`config.mk`:
```
export PLATFORM = sky130hd
export DESIGN_NAME = lav_fifo
export DESIGN_NICKNAME = d
export VERILOG_FILES = /design/src/rtl/lav_pkg.sv /design/src/rtl/lav_fifo.sv
export SDC_FILE = /design/constraint.sdc
export NUM_CORES = 1
export LEC_CHECK = 0
export BUFFER_PORTS_ARGS = -buffer_cell sky130_fd_sc_hd__buf_2
export CORE_AREA = 2 2 39 41
export DETAILED_ROUTE_END_ITERATION = 12
export DIE_AREA = 0 0 41 43
export PLACE_DENSITY = 0.73
export SYNTH_ARGS = -nofsm -noshare
export SYNTH_HDL_FRONTEND = slang
export SYNTH_SLANG_ARGS = --single-unit
export TNS_END_PERCENT = 5
```
`constraint.sdc`:
```
create_clock -name clk -period 2.7 [get_ports clk]
set_clock_uncertainty 0.15 [all_clocks]
set_input_delay 0.54 -clock clk [delete_from_list [all_inputs] [get_ports clk]]
set_output_delay 0.54 -clock clk [all_outputs]
set_load 0.1 [all_outputs]
```
`src/rtl/lav_pkg.sv`:
```
`timescale 1ns / 1ps
`default_nettype none
package lav_pkg;

  localparam int POS_W       = 32;
  localparam int VEC_W       = 16;
  localparam int RGT_W       = 2 * VEC_W + 1;
  localparam int CUP_W       = VEC_W + RGT_W;
  localparam int FRAC        = 16;
  localparam int FWD_FRAC    = 14;
  localparam int NRM_W       = FRAC + 2;
  localparam int DOT_W       = 53;
  localparam int QUEUE_DEPTH = 4;

  localparam logic [1:0]       ROW_FIRST = 2'd0;
  localparam logic [1:0]       ROW_LAST  = 2'd3;
  localparam logic [POS_W-1:0] ONE_Q16   = 32'h0001_0000;

  typedef struct packed {
    logic [2:0][POS_W-1:0] pos;
    logic [2:0][VEC_W-1:0] fwd;
    logic [2:0][RGT_W-1:0] rgt;
    logic [2:0][CUP_W-1:0] cup;
  } work_t;

  function automatic logic [POS_W-1:0] sat32(input logic signed [DOT_W-1:0] x);
    logic [DOT_W-POS_W:0] top;
    top = x[DOT_W-1:POS_W-1];
    if (top == '0 || top == '1) begin
      sat32 = x[POS_W-1:0];
    end else if (x[DOT_W-1]) begin
      sat32 = {1'b1, {(POS_W-1){1'b0}}};
    end else begin
      sat32 = {1'b0, {(POS_W-1){1'b1}}};
    end
  endfunction

endpackage
`default_nettype wire

```
`src/rtl/lav_fifo.sv`:
```
`timescale 1ns / 1ps
`default_nettype none
module lav_fifo #(
  parameter int W     = 1,
  parameter int DEPTH = lav_pkg::QUEUE_DEPTH
) (
  input  logic         clk,
  input  logic         rst,
  input  logic         wr_valid,
  input  logic [W-1:0] wr_data,
  output logic         wr_ready,
  output logic         rd_valid,
  output logic [W-1:0] rd_data,
  input  logic         rd_take
);

  localparam int AW = (DEPTH > 1) ? $clog2(DEPTH) : 1;
  localparam int CW = $clog2(DEPTH + 1);

  logic [W-1:0]  mem [DEPTH];
  logic [AW-1:0] wr_ptr;
  logic [AW-1:0] rd_ptr;
  logic [CW-1:0] count;
  logic          push;
  logic          pop;

  assign wr_ready = count != CW'(DEPTH);
  assign rd_valid = count != '0;
  assign push     = wr_valid && wr_ready;
  assign pop      = rd_take && rd_valid;
  assign rd_data  = mem[rd_ptr];

  always_ff @(posedge clk) begin
    if (rst) begin
      wr_ptr <= '0;
      rd_ptr <= '0;
      count  <= '0;
    end else begin
      if (push) begin
        wr_ptr <= (wr_ptr == AW'(DEPTH - 1)) ? '0 : wr_ptr + 1'b1;
      end
      if (pop) begin
        rd_ptr <= (rd_ptr == AW'(DEPTH - 1)) ? '0 : rd_ptr + 1'b1;
      end
      case ({push, pop})
        2'b10:   count <= count + 1'b1;
        2'b01:   count <= count - 1'b1;
        default: count <= count;
      endcase
    end
  end

  always_ff @(posedge clk) begin
    if (push) begin
      mem[wr_ptr] <= wr_data;
    end
  end

endmodule
`default_nettype wire

```
# Yosys cells after proc, flatten, opt, wreduce, memory -nomap -nowiden
# Memory sizes are Yosys's and may differ from the RTL's. A register that Yosys moved wholly into a read port is not among the register bits.
# Cells that the tools add are included.
# Widths: inputs -> output; s select.
word_totals:
  word_cells: 24
  ram_bits: 4
  output_inout_bits: 3
  memories: 1
  ff_bits: 7
  in_bits: 5
classes:
  add_sub_neg: 4
  n_eq_ne: 5
  mux: 7
  n_reduce_logical: 4
mem_list:
  columns: ["memory", "words", "width", "read_ports", "rd_ports_with_merged_regs", "wr", "line_no", "text"]
  rows:
  - ["mem", 4, 1, 1, 1, 1, "lav_fifo.sv:20", "logic [W-1:0] mem [DEPTH];"]
ops:
  columns: ["operator", "count"]
  rows:
  - ["$mux 2", 4]
  - ["$eq 2x2->1 const B", 3]
  - ["$pmux 3 s2", 1]
  - ["$add 2x1->2 const B", 2]
  - ["$add 3x1->3 const B", 1]
  - ["$ne 3x3->1 const B", 1]
  - ["$reduce_bool 3->1", 1]
  - ["$sub 3x1->3 const B", 1]
  - ["$eq 2x1->1 const B", 1]
  - ["$logic_and 1x1->1", 2]
  - ["$mux 1", 2]
  - ["$reduce_bool 2->1", 1]

# Depth between registers and ports, before layout
# Gate-level depths: netlist of run 1.
logic_depth:
  ltp_word: 4
  depth_mapped: 9
  depth_no_buf: 8

# Worst setup path before layout of run 1
# OpenSTA, ideal clock, no wires.
synth_timing:
  kind: "reg2reg"
  from: "register count[0]"
  to: "register count[2]"
  required_time_ns: 2.480
  n_path_buf: 1
  slack_ns: 0.301
  stages_incl_launch_ff: 10
  period_less_slack_ns: 2.399
  arrival_ns: 2.179
  setup_time_ns: 0.070
  cell_sequence: "dfxtp_1 > or3b_1 > buf_6 > nand2_2 > ha_1 > inv_1 > fa_1 > xor2_1 > or3_1 > a21oi_1"
synth_via:
  elab_chain_len: 4
  word_cells_on_any_way: 10
  classes_between: "add/sub: 2; eq/ne: 3; mux: 1; reduce/logical: 4"
synth_lines:
  columns: ["item", "line_no", "text"]
  rows:
  - ["from (decl)", "lav_fifo.sv:23", "logic [CW-1:0] count;"]
  - ["from (signal assigned)", "lav_fifo.sv:46", "2'b10: count <= count + 1'b1;"]
  - ["from (signal assigned)", "lav_fifo.sv:47", "2'b01: count <= count - 1'b1;"]
  - ["from (signal assigned)", "lav_fifo.sv:48", "default: count <= count;"]
  - ["$ne 3x3->1 (*)", "lav_fifo.sv:27", "assign wr_ready = count != CW'(DEPTH);"]
  - ["net wr_ready", "lav_fifo.sv:11", "output logic wr_ready,"]
  - ["$logic_and 1x1->1 (*)", "lav_fifo.sv:29", "assign push = wr_valid && wr_ready;"]
  - ["$eq 2x1->1 / $eq 2x2->1 (equally long branches)", "lav_fifo.sv:45", "case ({push, pop})"]
  - ["$pmux 3 s2 / $reduce_bool 2->1 (equally long branches)", null, null]
# Mark *: on every way through the listed nets, which the timed path passes. The rest lies on a longest branch.
# A chain may end at the register's enable or synchronous reset.

# Final worst setup path of run 1
layout_timing:
  from: "register count[2]"
  to: "register count[2]"
layout_via:
  elab_chain_len: 4
  word_cells_on_any_way: 10
  classes_between: "add/sub: 2; eq/ne: 3; mux: 1; reduce/logical: 4"
layout_lines:
  columns: ["item", "line_no"]
  rows:
  - ["$ne 3x3->1 / $reduce_bool 3->1 (equally long branches)", "lav_fifo.sv:27, lav_fifo.sv:28"]
  - ["$logic_and 1x1->1 (on tied branches)", "lav_fifo.sv:29, lav_fifo.sv:30"]
  - ["$eq 2x1->1 / $eq 2x2->1 (equally long branches)", "lav_fifo.sv:45"]
  - ["$pmux 3 s2 / $reduce_bool 2->1 (equally long branches)", null]
# Several ways; a longest one is shown, not always the timed one.

==> results.py, run 1 <==
metrics = {
    "outcome": {
        "outcome": "completed",
    },
    "final_layout": {
        "nets": 79,
        "antennaDiodeCount": 0,
        "drive_above_1_share_pct": 25.8,
        "syn2layout_area_growth_pct": 10.6,
        "final_area_um2": 706,
        "stdcell_count": 82,
    },
    "timing": {
        "tns_ps": 0,
        "rsz0062_at_grt": "false",
        "final-hold-violation-count": 0,
        "slew_viol_final": 0,
        "setup_viol": 0,
        "fmax_mhz": 409,
        "setup_slack_ps": 252,
        "fin_crit_ps": 2450,
        "worst-slew-pin-transition_ps": 522,
        "fin_crit_sh_pct": 90.7,
        "relSlewSlack_pct": 64.9,
    },
    "floorplanning": {
        "start_util_pct": 46.1,
        "die-width_um": 41,
        "num_rows": 14,
        "fp.dieH_um": 43,
        "design.die.area_um2": 1760,
        "io_pins": 8,
        "core_area_um2": 1380,
    },
    "placed_design": {
        "hpwl_um": 751,
        "port_buffers": 7,
        "postPlaceCellArea_um2": 678,
        "place.gp.congestion": 0.769,
        "post-place-ws_ps": 267,
        "dp_cells": 78,
    },
    "grt": {
        "grt_start_max_net_pins": 10,
        "antenna_found_initial": 0,
        "grt_overflow": 0,
        "gr-usage-all-layers_pct": 14.0,
        "grt_pass1_wl_um": 1620,
        "grt_pass1_vias": 408,
    },
    "clock_tree": {
        "cts_resized": 0,
        "cts-root-buf": "clkbuf_4",
        "cts_hold_buffers": 0,
        "cts_tree": "built",
        "cts_max_level": 1,
        "postCtsSetupRepairBufs": 0,
        "cts_sinks": 13,
        "path_clk_slew_ps": 80,
        "cts_buffers": 3,
        "clock_path_buffers": 2,
        "clk_latency_ps": 270,
    },
    "critical_path": {
        "crit_type": "flop to flop",
        "cp.required_ps": 2760,
        "crit_fanout": 7,
        "start_kind": "flop",
        "cp-end-kind": "flop",
        "cp.arrival_ps": 2510,
    },
    "drt": {
        "drt_iter0_drc": 2,
        "routed_wl_um": 950,
        "drtPass1Iterations": 2,
        "ant_nets": 0,
        "viasPerCell": 4.95,
        "route.vias.total": 406,
        "drc": 0,
        "wl_per_cell_um": 11.6,
    },
    "synthesis": {
        "synth_top_cell_by_area": "dfxtp_1",
        "synth_top_family_by_area": "simple AND/OR/NAND/NOR gates",
        "synth_compound_area_share_pct": 7.06,
        "yosys.area.top_type_share_pct": 28.2,
        "seq_area_frac_synth_pct": 47.1,
        "muxShareOfSynthArea_pct": 6.67,
        "yosys.area_share.simple_pct": 15.7,
        "synth_area_leaders": "dfxtp_1 (28%), edfxtp_1 (19%), ha_1 (12%)",
        "syn_area_um2": 638,
        "syn-num-nets": 69,
        "synthAdderAreaFrac_pct": 14.9,
        "synth.distinct_cells": 24,
        "synth_seq_cells": 13,
        "synth_warnings": 0,
        "synthXorXnorAreaFrac_pct": 2.75,
        "avgSynthCellArea_um2": 11.2,
        "synthCells": 57,
    },
    "power": {
        "p_leak_nw": 0.317,
        "p_comb_share_pct": 49.4,
        "power_density_nw_per_um2": 1130,
        "switching_share_pct": 48.1,
        "power_frac_seq_pct": 35.7,
        "ir_drop_mv": 0.553,
        "p_clk_share_pct": 14.9,
        "p_switching_mw": 0.383,
        "finalPower_mw": 0.796,
        "intPower_mw": 0.413,
    },
    "run": {
        "maxCapViolations": 0,
    },
    "worst_hold_path": {
        "hold_path_class": "input port to flop",
    },
}
-- final timing paths --
path / cells past startpoint / from / end / slack, ps
worst max register to register: 8 / count[2] / count[2] / 250
worst max-delay path: 8 / count[2] / count[2] / 250
worst min-delay path: 1 / wr_data / mem[3] / 330
worst min register to register: 2 / rd_ptr[0] / rd_ptr[0] / 370
-- layout make-up --
cell class                      instances  area, um2
Tap cell                               16       20.0
Clock buffer                            3       22.5
Clock inverter                          1       5.00
Sequential cell                        13        300
Timing Repair Buffer                    7       35.0
Fill cell                             127        678
Multi-Input combinational cell         36        300
Inverter                                6       22.5
-- cell usage in the layout, fill, tap and decap left out, types with 3 or more instances in the layout --
cell / instances
edfxtp_1: 4
buf_2: 7
clkbuf_4: 3
inv_1: 6
or3_1: 3
ha_1: 6
dfxtp_1: 9
nor2_1: 4
a21oi_1: 3
-- cells by family after synthesis --
| kind of cell | count (synthesis) |
|---|---|
| compound gates | 7 |
| simple gates | 17 |
| fa+ha+maj | 7 |
| buf+inv | 8 |
| xor+xnor | 2 |
| mux | 3 |
| flops | 13 |
-- synth_stat cells --
cell type	n
nor2_1	4
and3_1	2
or3_2	1
ha_1	6
o21ai_2	1
mux2i_1	2
or3b_1	1
nand2b_1	2
edfxtp_1	4
and3_2	2
o21ai_0	1
a211o_1	1
fa_1	1
inv_1	6
dfxtp_1	9
or3_1	3
buf_1	1
mux4_2	1
a21oi_1	3
o31ai_1	1
buf_6	1
nand2_2	1
nand2_1	1
xor2_1	2
-- power by group through the flow --
stage	Clock [mW]	Sequential (mW)	Combinational (mW)
after floorplan	0	0.279	0.348
after global routing	0.132	0.293	0.426
final	0.118	0.284	0.393
after detailed placement	0	0.289	0.393
after global placement	0	0.286	0.385
after CTS	0.125	0.285	0.396
-- routing by layer --
layer	routed length [um]	vias up	track usage (%)	part of all wire, %
met4	0	0	6.00	0
li1	-	214	-	-
met5	0	-	0	0
met2	506	6	21.3	53
met3	35	0	4.71	3.7
met1	407	186	17.2	43
-- critical path, stage by stage (launching register included) --
cell and delay (ps):
dfxtp_1 380, or3b_1 470, nand2_2 160, ha_1 190
inv_1 60, fa_1 370, xor2_1 170, or3_1 310
a21oi_1 140
-- through the flow --
step | hold slack (ps) | util, %
6_report | 330 | 51.0
5_1_grt | 320 | 51.0
4_1_cts | 325 | 51.0
3_5_place_dp | 350 | 49.0
3_3_place_gp | 333 | 49.0
2_1_floorplan | 313 | -
Power figures use the tool's default switching activity.
==> inputs of run 2 (changes only) <==
Settings changed: CTS_BUF_LIST set to sky130_fd_sc_hd__clkbuf_2 sky130_fd_sc_hd__clkbuf_4 sky130_fd_sc_hd__clkbuf_8, SETUP_SLACK_MARGIN set to 0.5.
==> run 2 against run 1 <==
  * Clock power grew 7%
  * Critical path depth shrank 5
  * Register-to-register slack better by 270 ps
  * Core utilization increased by 3.8 points
  * Hold slack lost 3.4 ps
  * Sequential power increased by 3%
  * Sequential share of layout area decreased by 2.1 points
  * Via count is 0.49% higher
  * Power rose by 6.4%
  * Die area is the same
  * Design area rose by 7.4%
  * Worst setup slack better by 250 ps
==> results.py, run 2 (synthesis results as in run 1) <==
metrics = {
    "critical_path": {
        "start_kind": "flop",
        "r2r-start": "count[0]",
        "r2r_end": "count[2]",
        "cp-end-kind": "primary output",
        "reg2reg_setup_slack_ps": 520,
        "cp.required_ps": 2010,
        "reg2regPathDepth": 8,
        "cp.arrival_ps": 1510,
        "crit_type": "flop to primary output",
        "crit_fanout": 6,
    },
    "timing": {
        "worst-slew-pin-transition_ps": 484,
        "rsz0062_at_grt": "true",
        "fin_crit_ps": 2200,
        "relSlewSlack_pct": 67.9,
        "fin_crit_sh_pct": 81.4,
        "tns_ps": 0,
        "worst_hold_slack_ps": 327,
        "slew_viol_final": 0,
        "fmax_mhz": 455,
        "setup_viol": 0,
        "final-hold-violation-count": 0,
    },
    "grt": {
        "grt_pass1_wl_um": 1510,
        "grt_start_max_net_pins": 10,
        "grt_overflow": 0,
        "grt_pass1_vias": 410,
        "antenna_found_initial": 0,
        "gr-usage-all-layers_pct": 12.9,
    },
    "drt": {
        "wl_per_cell_um": 10.6,
        "ant_nets": 0,
        "viasPerCell": 4.92,
        "drc": 0,
        "route.vias.total": 408,
        "routed_wl_um": 882,
        "drt_iter0_drc": 3,
        "drtPass1Iterations": 2,
    },
    "power": {
        "power_density_nw_per_um2": 1120,
        "ir_drop_mv": 0.430,
        "p_leak_nw": 0.327,
    },
    "final_layout": {
        "antennaDiodeCount": 0,
        "drive_above_1_share_pct": 37.3,
        "layout_common_cells": "buf_2 (7), inv_1 (6), dfxtp_1 (6)",
        "syn2layout_area_growth_pct": 18.8,
        "layout_commonest_cell": "buf_2",
        "final_area_um2": 758,
        "nets": 80,
    },
    "clock_tree": {
        "cts_sinks": 13,
        "path_clk_slew_ps": 80,
        "cts_buffers": 3,
        "clock_path_buffers": 2,
        "clk_latency_ps": 270,
        "cts_max_level": 1,
        "cts-root-buf": "clkbuf_4",
        "cts_tree": "built",
    },
    "placed_design": {
        "hpwl_um": 710,
        "postPlaceCellArea_um2": 712,
        "port_buffers": 7,
        "place.gp.congestion": 0.730,
    },
    "run": {
        "maxCapViolations": 0,
    },
    "floorplanning": {
        "core_area_um2": 1380,
        "io_pins": 8,
        "fp.dieH_um": 43,
        "design.die.area_um2": 1760,
        "num_rows": 14,
        "start_util_pct": 46.1,
        "die-width_um": 41,
    },
    "worst_hold_path": {
        "hold_path_class": "input port to flop",
        "min_from": "wr_data",
        "holdPathStages": 1,
        "min_to": "mem[0]",
    },
    "outcome": {
        "outcome": "completed",
    },
}
==> run 2: cell types whose count changed in the layout (fill, tap and decap cells not counted), sizes merged <==
cell    change
clkbuf      +1
clkinv      -1
buf         +1
==> run 2: worst max-delay path, stage by stage (launching register included) <==
cell     delay [ps]
dfxtp_2         350
or3b_4          430
buf_4           160
buf_2           280
==> run 2: worst max-delay path by stage <==
stage	slack, ps	cells past startpoint	startpoint	endpoint
floorplan	470	9	count[1]	count[2]
global placement	530	8	count[1]	count[2]
detailed placement	520	8	count[2]	count[2]
CTS	500	8	count[2]	count[2]
global route	410	8	count[0]	count[2]
finish	500	3	count[0]	wr_ready
==> run 2: cell type report <==
class | instances | area (um2)
sequential | 13 | 307
fill | 117 | 626
clock buffer | 4 | 30.0
inverter | 6 | 22.5
multi-input combinational | 36 | 337
timing repair buffer | 8 | 42.5
tap | 16 | 20.0
==> run 2: power breakdown <==
| part | switching, mW | internal, mW | leakage [nW] |
|---|---|---|---|
| sequential | 0.0390 | 0.253 | 0.112 |
| clock | 0.0591 | 0.0673 | 0.0184 |
| combinational | 0.291 | 0.137 | 0.197 |
| total | 0.389 | 0.458 | 0.327 |
==> run 2: what timing repair did <==
item,in CTS,in global routing
hold buffers,0,0
gates resized for setup,0,3
setup buffers,0,1
setup endpoints to repair,0,2
==> run 2: stage by stage <==
step / power (mW) / setup WS [ps] / instances / utilization [%]
global placement: 0.704 / 535 / 78 / 51.4
floorplan: 0.666 / 469 / 57 / -
CTS: 0.843 / 500 / 82 / 53.6
global route: 0.911 / 406 / 83 / 54.8
finish: 0.847 / 501 / 83 / 54.8
detailed placement: 0.714 / 522 / 78 / 51.4
==> run 2: layer usage <==
layer	part of all wire [%]	track usage [%]	vias to the layer above	wire, um
met5	0	0	-	0
met4	0	5.33	0	0
met3	4.4	7.85	0	39
met2	51	18.8	5	453
met1	44	14.7	188	390
li1	-	-	215	-
==> inputs of run 3 (changes only) <==
Settings changed: ABC_AREA set to 1, PLACE_DENSITY 0.73 to 0.78.
Clock period 2.7 ns to 1.9 ns, I/O delays scaled along.
==> run 3 against run 2 <==
  * Via count rose by 34%
  * Sequential cell count is the same
  * Critical path depth grew 9
  * Sequential power rose by 47%
  * Die area unchanged
  * Design area up 15%
  * Area after synthesis grew 3.9%
  * Worst setup slack got worse by 470 ps
  * Power up 75%
  * Global-route usage is 3.9 points higher
  * Register-to-register slack worse by 490 ps
  * Core utilization up 8.1 points
  * Highest routed layer is now met4
==> results.py, run 3 <==
metrics = {
    "outcome": {
        "outcome": "completed",
    },
    "synthesis": {
        "synth_warnings": 0,
        "yosys_most_used_dff": "dfxtp_1",
        "synth_edf_count": 4,
        "ys_top_cells_by_count": "inv_1 (17), nor2_1 (14), nand2_1 (11)",
        "synth_top_cell_by_area": "dfxtp_1",
        "synthXorXnorAreaFrac_pct": 0,
        "synth_area_leaders": "dfxtp_1 (27%), edfxtp_1 (18%), ha_1 (11%)",
        "synth_top_family_by_area": "simple AND/OR/NAND/NOR gates",
        "yosys.area_share.simple_pct": 23.2,
        "yosysMostFrequentCell": "inv_1",
        "syn_area_um2": 663,
        "syn-num-nets": 93,
        "synth_seq_cells": 13,
        "synthAdderAreaFrac_pct": 14.3,
        "synth_compound_area_share_pct": 7.55,
        "yosys.area.top_type_share_pct": 27.2,
        "synth.distinct_cells": 15,
        "muxShareOfSynthArea_pct": 0,
        "seq_area_frac_synth_pct": 45.3,
        "synthArstFlopShare_pct": 0,
        "avgSynthCellArea_um2": 8.19,
        "synthCells": 81,
    },
    "grt": {
        "grt_pass1_wl_um": 1960,
        "gr-usage-all-layers_pct": 16.8,
        "antenna_found_initial": 0,
        "grt_start_max_net_pins": 8,
        "grt_pass1_vias": 478,
        "grt_overflow": 0,
    },
    "floorplanning": {
        "die-width_um": 41,
        "start_util_pct": 47.9,
        "core_area_um2": 1380,
        "design.die.area_um2": 1760,
        "fp.dieH_um": 43,
        "num_rows": 14,
        "io_pins": 8,
    },
    "timing": {
        "final-hold-violation-count": 0,
        "relSlewSlack_pct": 67.9,
        "fin_crit_sh_pct": 98.5,
        "setup_viol": 0,
        "fin_crit_ps": 1870,
        "worst-slew-pin-transition_ps": 485,
        "fmax_mhz": 535,
        "slew_viol_final": 0,
        "worst_hold_slack_ps": 180,
        "rsz0062_at_grt": "true",
        "setup_slack_ps": 29.3,
    },
    "critical_path": {
        "crit_fanout": 3,
        "cp.required_ps": 1920,
        "crit_type": "flop to flop",
        "start_kind": "flop",
        "cp-end-kind": "flop",
        "cp.arrival_ps": 1890,
    },
    "clock_tree": {
        "cts-root-buf": "clkbuf_4",
        "cts_buffers": 3,
        "cts_max_level": 1,
        "cts_tree": "built",
        "cts_sinks": 13,
        "path_clk_slew_ps": 80,
        "clk_latency_ps": 270,
        "cts_hold_buffers": 0,
        "clock_path_buffers": 2,
    },
    "placed_design": {
        "postPlaceCellArea_um2": 787,
        "port_buffers": 7,
        "hpwl_um": 815,
        "post-place-ws_ps": 2.53,
        "place.gp.congestion": 0.747,
        "dp_cells": 105,
    },
    "drt": {
        "wl_per_cell_um": 10.7,
        "routed_wl_um": 1200,
        "drtPass1Iterations": 4,
        "route.vias.total": 545,
        "drc": 0,
        "viasPerCell": 4.87,
        "drt_iter0_drc": 19,
        "ant_nets": 0,
    },
    "power": {
        "ir_drop_mv": 1.13,
        "finalPower_mw": 1.48,
        "p_leak_nw": 0.405,
        "power_density_nw_per_um2": 1700,
    },
    "final_layout": {
        "layout_common_cells": "inv_1 (15), nor2_1 (13), nand2_1 (10)",
        "nets": 109,
        "fill_cells": 123,
        "final_area_um2": 871,
        "antennaDiodeCount": 0,
        "drive_above_1_share_pct": 32.3,
        "syn2layout_area_growth_pct": 31.3,
        "stdcell_count": 112,
        "layout_commonest_cell": "inv_1",
    },
    "run": {
        "maxCapViolations": 0,
    },
    "worst_hold_path": {
        "hold_path_class": "input port to flop",
    },
}
[run 3: cell count changes after synthesis, sizes merged, moves of 3 or more]
| cell | previous run | this run |
|---|---|---|
| inv | 6 | 17 |
| nand2 | 2 | 14 |
| o21ai | 2 | 5 |
| and3 | 4 | 0 |
| or3 | 4 | 0 |
| nor2 | 4 | 15 |
[run 3: power by group]
part	switching [mW]	internal [mW]
clock network	0.0860	0.0954
logic	0.591	0.282
registers	0.0558	0.372
[run 3: path summary, 6_finish.rpt]
kind,depth (start not counted),from,to,slack (ps)
hold / removal,1,wr_data,mem[0],180
setup reg to reg,12,count[1],count[2],30
hold reg to reg,2,rd_ptr[1],rd_ptr[1],390
setup / recovery,12,count[1],count[2],30
[run 3: cell type report]
| class | instances | area [um2] | area share (%) |
|---|---|---|---|
| clock buffers | 4 | 30.0 | 3.45 |
| well taps | 16 | 20.0 | 2.30 |
| flip-flops and latches | 13 | 308 | 35.3 |
| repair buffers | 11 | 80.1 | 9.20 |
| inverters | 17 | 63.8 | 7.33 |
| multi-input cells | 51 | 369 | 42.4 |
[run 3: routing by layer]
metal  GRT usage, %  vias to the layer above  wire length, um
met2           25.0                       15              617
met5              0                        -                0
met3           3.66                        6               54
met1           21.0                      243              490
met4           10.7                        0               34
li1               -                      281                -
[run 3: repair_timing]
| action | 4_1_cts | 5_1_grt |
|---|---|---|
| gates resized for setup | 4 | 7 |
| buffers inserted | 3 | 0 |
| pin swaps | 4 | 3 |
| setup endpoints to repair | 6 | 6 |
[run 3: through the flow]
step | TNS, ps | util [%]
finish | 0 | 62.9
global route | -86.4 | 62.9
CTS | 0 | 61.8
detailed placement | 0 | 56.9
global placement | 0 | 56.9
floorplan | -26.9 | -
[run 3: cells by family after synthesis]
kind of cell,after synthesis
AOI/OAI and AO/OA,10
adders and majority gates,7
buffers and inverters,17
DFF,13
and+or+nand+nor,34
[run 3: worst max-delay path, stage by stage, from the launching register on]
cell     delay [ps]
dfxtp_2         340
nor2_4          240
nand2_8          90
nand2_8          70
ha_4            130
inv_2            40
fa_2            340
inv_1            70
nand2_1          70
nand3_1          80
nand2_1          60
inv_1            50
nor2_1           30
